[config.mk]
export PLATFORM = sky130hd
export DESIGN_NAME = dipc_project
export DESIGN_NICKNAME = d
export VERILOG_FILES = /design/src/rtl/dipc_pkg.sv /design/src/rtl/dipc_project.sv
export SDC_FILE = /design/constraint.sdc
export NUM_CORES = 2
export LEC_CHECK = 0
export BUFFER_PORTS_ARGS = -buffer_cell sky130_fd_sc_hd__buf_4
export CAP_MARGIN = 15
export CORE_MARGIN = 3
export CORE_UTILIZATION = 61
export DETAILED_ROUTE_END_ITERATION = 7
export GPL_ROUTABILITY_DRIVEN = 0
export PLACE_DENSITY = 0.79
export SYNTH_ARGS = -nofsm -noshare
export SYNTH_HDL_FRONTEND = slang
export SYNTH_SLANG_ARGS = --single-unit
[constraint.sdc]
create_clock -name vclk -period 9.2
set_input_delay 0 -clock vclk [all_inputs]
set_output_delay 0 -clock vclk [all_outputs]
set_load 0.03 [all_outputs]
[src/rtl/dipc_pkg.sv]
// constants, register codes and helper functions of the depth to point projection
// no dependencies
`timescale 1ns / 1ps

package dipc_pkg;

   localparam int MAX_DIMENSION = 2048;

   localparam int SIZE_WIDTH  = 12;
   localparam int DEPTH_WIDTH = 24;
   localparam int FOCAL_WIDTH = 24;
   localparam int ANGLE_WIDTH = 28;
   localparam int POINT_WIDTH = 29;
   localparam int GREEN_WIDTH = 8;
   localparam int CNT_WIDTH   = $clog2(MAX_DIMENSION);

   localparam int CSR_INDEX_WIDTH = 8;
   localparam int CSR_DATA_WIDTH  = 24;

   // register indexes
   localparam logic [CSR_INDEX_WIDTH-1:0] CSR_IMAGE_WIDTH   = 8'd0;
   localparam logic [CSR_INDEX_WIDTH-1:0] CSR_IMAGE_HEIGHT  = 8'd1;
   localparam logic [CSR_INDEX_WIDTH-1:0] CSR_INVERSE_FOCAL = 8'd2;
   localparam logic [CSR_INDEX_WIDTH-1:0] CSR_MIN_DEPTH     = 8'd3;

   // reset values of the registers
   localparam logic [SIZE_WIDTH-1:0]  RST_IMAGE_WIDTH   = 12'd640;
   localparam logic [SIZE_WIDTH-1:0]  RST_IMAGE_HEIGHT  = 12'd480;
   localparam logic [FOCAL_WIDTH-1:0] RST_INVERSE_FOCAL = 24'd6540;
   localparam logic [DEPTH_WIDTH-1:0] RST_MIN_DEPTH     = 24'd655;

   // green ramp: (depth + 3.0) * 255 / 6.0 with depth in Q8.16
   localparam logic [DEPTH_WIDTH:0] GREEN_OFFSET = 25'd196608;
   localparam int GREEN_SCALE  = 255;
   localparam int GREEN_SHIFT  = 17;
   localparam int GREEN_LIMIT  = 768;
   localparam int RECIP3       = 683;
   localparam int RECIP3_SHIFT = 11;

   localparam logic signed [ANGLE_WIDTH-1:0] ANGLE_MAX = {1'b0, {(ANGLE_WIDTH-1){1'b1}}};
   localparam logic signed [ANGLE_WIDTH-1:0] ANGLE_MIN = {1'b1, {(ANGLE_WIDTH-1){1'b0}}};

   // zero acts as one, anything above the maximum acts as the maximum
   function automatic logic [SIZE_WIDTH-1:0] eff_size(input logic [SIZE_WIDTH-1:0] v);
      logic [SIZE_WIDTH-1:0] r;
      r = v;
      if (v == '0) r = SIZE_WIDTH'(1);
      else if (int'(v) > MAX_DIMENSION) r = SIZE_WIDTH'(MAX_DIMENSION);
      return r;
   endfunction

   // -floor((size-1)*inv/2), saturated at the negative limit
   function automatic logic signed [ANGLE_WIDTH-1:0] start_angle(
      input logic [SIZE_WIDTH-1:0]  size,
      input logic [FOCAL_WIDTH-1:0] inv
   );
      logic [SIZE_WIDTH-1:0]             span;
      logic [SIZE_WIDTH+FOCAL_WIDTH-1:0] prod;
      logic [SIZE_WIDTH+FOCAL_WIDTH-2:0] half;
      logic signed [ANGLE_WIDTH-1:0]     r;
      span = eff_size(size) - SIZE_WIDTH'(1);
      prod = span * inv;
      half = prod[SIZE_WIDTH+FOCAL_WIDTH-1:1];
      if (half >= (SIZE_WIDTH+FOCAL_WIDTH-1)'(1) << (ANGLE_WIDTH-1)) r = ANGLE_MIN;
      else r = -$signed(half[ANGLE_WIDTH-1:0]);
      return r;
   endfunction

   // add one step, saturated at the positive limit
   function automatic logic signed [ANGLE_WIDTH-1:0] step_angle(
      input logic signed [ANGLE_WIDTH-1:0] a,
      input logic [FOCAL_WIDTH-1:0]        inv
   );
      logic signed [ANGLE_WIDTH:0]   n;
      logic signed [ANGLE_WIDTH-1:0] r;
      n = {a[ANGLE_WIDTH-1], a} + $signed({{(ANGLE_WIDTH+1-FOCAL_WIDTH){1'b0}}, inv});
      if (n > $signed({1'b0, ANGLE_MAX})) r = ANGLE_MAX;
      else r = n[ANGLE_WIDTH-1:0];
      return r;
   endfunction

endpackage

[src/rtl/dipc_project.sv]
// projection of one depth onto one axis: -depth*angle, rounded and saturated
// depends on dipc_pkg
`timescale 1ns / 1ps

module dipc_project (
   input  logic [dipc_pkg::DEPTH_WIDTH-1:0]        depth,
   input  logic signed [dipc_pkg::ANGLE_WIDTH-1:0] angle,
   output logic signed [dipc_pkg::POINT_WIDTH-1:0] point
);
   import dipc_pkg::*;

   localparam int PROD_WIDTH = DEPTH_WIDTH + ANGLE_WIDTH;
   localparam int FRAC_DROP  = 22;

   logic                     neg;
   logic [ANGLE_WIDTH-1:0]   mag;
   logic [PROD_WIDTH-1:0]    prod;
   logic [PROD_WIDTH-1:0]    rounded;
   logic [PROD_WIDTH-FRAC_DROP-1:0] p;
   logic [POINT_WIDTH-1:0]   p_sat;

   always_comb begin
      neg     = angle[ANGLE_WIDTH-1];
      mag     = neg ? ANGLE_WIDTH'(-angle) : ANGLE_WIDTH'(angle);
      prod    = depth * mag;
      // halves away from zero on the magnitude
      rounded = prod + (PROD_WIDTH'(1) << (FRAC_DROP-1));
      p       = rounded[PROD_WIDTH-1:FRAC_DROP];
      if (p >= (PROD_WIDTH-FRAC_DROP)'(1) << (POINT_WIDTH-1))
         p_sat = POINT_WIDTH'(1) << (POINT_WIDTH-1);
      else
         p_sat = p[POINT_WIDTH-1:0];
      if (neg) begin
         // positive result, one below the magnitude limit at most
         if (p_sat[POINT_WIDTH-1]) point = {1'b0, {(POINT_WIDTH-1){1'b1}}};
         else point = $signed(p_sat);
      end else begin
         point = -$signed(p_sat);
      end
   end

endmodule

==> flow_metrics.env <==
export IMPL_status="finished, violations left"
export IMPL_violations="setup timing"
export IMPL_finalSetupTns_ns=-3.10
export IMPL_cp_slowest_cell="or4_4"
export IMPL_timing_fmax_ghz=0.105
export IMPL_clock_buffers=0
export IMPL_vias=21400
export IMPL_hold_violations=0
export IMPL_wl_met2_um=36200
export IMPL_drtIter0Drc=1856
export IMPL_setup_viol=20
export IMPL_wl_met3_um=5770
export IMPL_nets=3873
export IMPL_crit_family="adder cells"
export IMPL_layout_common_cells="566 x inv_1, 562 x fa_1, 392 x nand2_1"
export IMPL_grt_max_degree=40
export IMPL_arrival_ns=9.51
export IMPL_synth_top_area_share_pct=46.9
export IMPL_grt_ovfl_total=0
export IMPL_diodes=0
export IMPL_finalCoreUtilization_pct=73.2
export IMPL_grt_pass1_wl_um=113000
export IMPL_synth_nets=3659
export IMPL_slew_violations=0
export IMPL_rsz0062_at_grt="true"
export IMPL_die_w_um=206
export IMPL_dp_cells=3537
export IMPL_fin_crit_ns=9.51
export IMPL_highest_layer="met4"
export IMPL_coreArea_mm2=0.0390
export IMPL_wl_per_cell_um=19.9
export IMPL_wl_met1_um=25800
export IMPL_final_common_cell="inv_1"
export IMPL_slowest_delay_ns=0.57
export IMPL_stdcell_count=3568
export IMPL_ios=81
export IMPL_yosys_area_top_type="fa_1"
export IMPL_synthCells=2838
export IMPL_drc=0
export IMPL_grt_usage_pct=33.2
export IMPL_synth_seq_area_share_pct=0
export IMPL_hp_class="in -> out"
export IMPL_max_slew_worst_pin_slew_ns=0.856
export IMPL_place_hpwl_um=56900
export IMPL_path_buf_inv=10
export IMPL_vias_per_cell=5.99
export IMPL_cp_end_kind="primary output"
export IMPL_syn_cell_area_mm2=0.0243
export IMPL_postCtsHoldBufs=0
export IMPL_firstDrtPassIters=6
export IMPL_final_antenna_net_count=0
export IMPL_cp_required_ns=9.20
export IMPL_crit_type="in -> out"
export IMPL_yosys_warnings=0
export IMPL_grt_pass1_vias=22800
export IMPL_slew_headroom_pct=42.6
export IMPL_regArea_um2=0
export IMPL_drive_gt1_share_pct=18.4
export IMPL_seq_cell_count=0
export IMPL_wl_um=71200
export IMPL_startpoint_type="input port"
export IMPL_antenna_found_initial=0
export IMPL_port_buffers=81
export IMPL_syn_to_final_growth_pct=17.5
export IMPL_synthTopCellsByArea="fa_1 47%, ha_1 10%, and2_1 9.5%, inv_1 8.8%, nand2_1 6.2%"
export IMPL_fin_ws_ns=-0.306
export IMPL_drv_cap=0
export IMPL_die_area_mm2=0.0423
export IMPL_num_rows=72
export IMPL_initial_core_util_pct=62.3
export IMPL_avgSynthCellArea_um2=8.57
export IMPL_crit_fanout=14
export IMPL_path_common_cell="fa_1"
export IMPL_min_period_over_period_pct=103
export IMPL_fp_dieH_um=206
export IMPL_synth_cell_types=84
-- layer usage --
metal,GRT usage [%],up-vias
met5,0,-
met4,11.2,0
met3,3.27,311
met2,59.2,1188
met1,42.6,10800
li1,-,9125
-- final cells by class --
cell class	count	area (um2)
Fill cell	2651	10400
Inverter	571	2150
Timing Repair Buffer	369	3030
Multi-Input combinational cell	2110	22700
Tap cell	518	648
-- synthesized netlist by cell type (8+ instances only) --
cell type,instances
o21ai_0,59
nand2b_1,8
nand2_1,400
or3_1,8
a211oi_1,12
and3_1,11
a21o_1,25
xnor2_1,29
and4_1,10
xor2_1,14
fa_1,570
nor3_1,27
a31oi_1,13
nand4_1,16
a211o_1,8
o31ai_1,8
clkbuf_1,134
and2_1,369
a21oi_1,78
nor2_1,67
buf_2,11
ha_1,199
nand3_1,17
nor4_1,17
o21a_1,17
buf_1,12
mux2i_1,10
inv_1,571
-- cell families after synthesis --
family | Yosys count | synth area share, %
AND/OR/NAND/NOR | 976 | 20.6
adder cells (fa/ha/maj) | 769 | 57.2
buffers and inverters | 729 | 11.3
AO/OA/AOI/OAI | 304 | 8.60
XOR/XNOR | 43 | 1.55
multiplexers | 17 | 0.767
-- metrics by stage --
step	worst slack [ns]	instance area, um2	hold WS [ns]
floorplan	-0.0254	24500	0.704
global placement	-0.332	27200	0.845
detailed placement	-0.483	27200	0.864
CTS	-0.201	27500	0.861
global route	-0.537	28600	0.965
finish	-0.306	28600	0.955
-- path summary, 6_finish.rpt --
| path | slack [ns] | from | to | cells past startpoint |
|---|---|---|---|---|
| worst min-delay path | 0.96 | angle[27] | point[9] | 5 |
| worst max-delay path | -0.31 | angle[6] | point[26] | 37 |
-- timing repair --
action	CTS	global route
hold endpoints to repair	0	0
gates resized for setup	45	183
gates cloned	0	3
buffers inserted	5	25
setup endpoints to repair	25	28
pin swaps	9	83
Power is left out: the tool's default activity adds up to more than one toggle a clock period on the data nets, which glitch-free logic cannot reach.
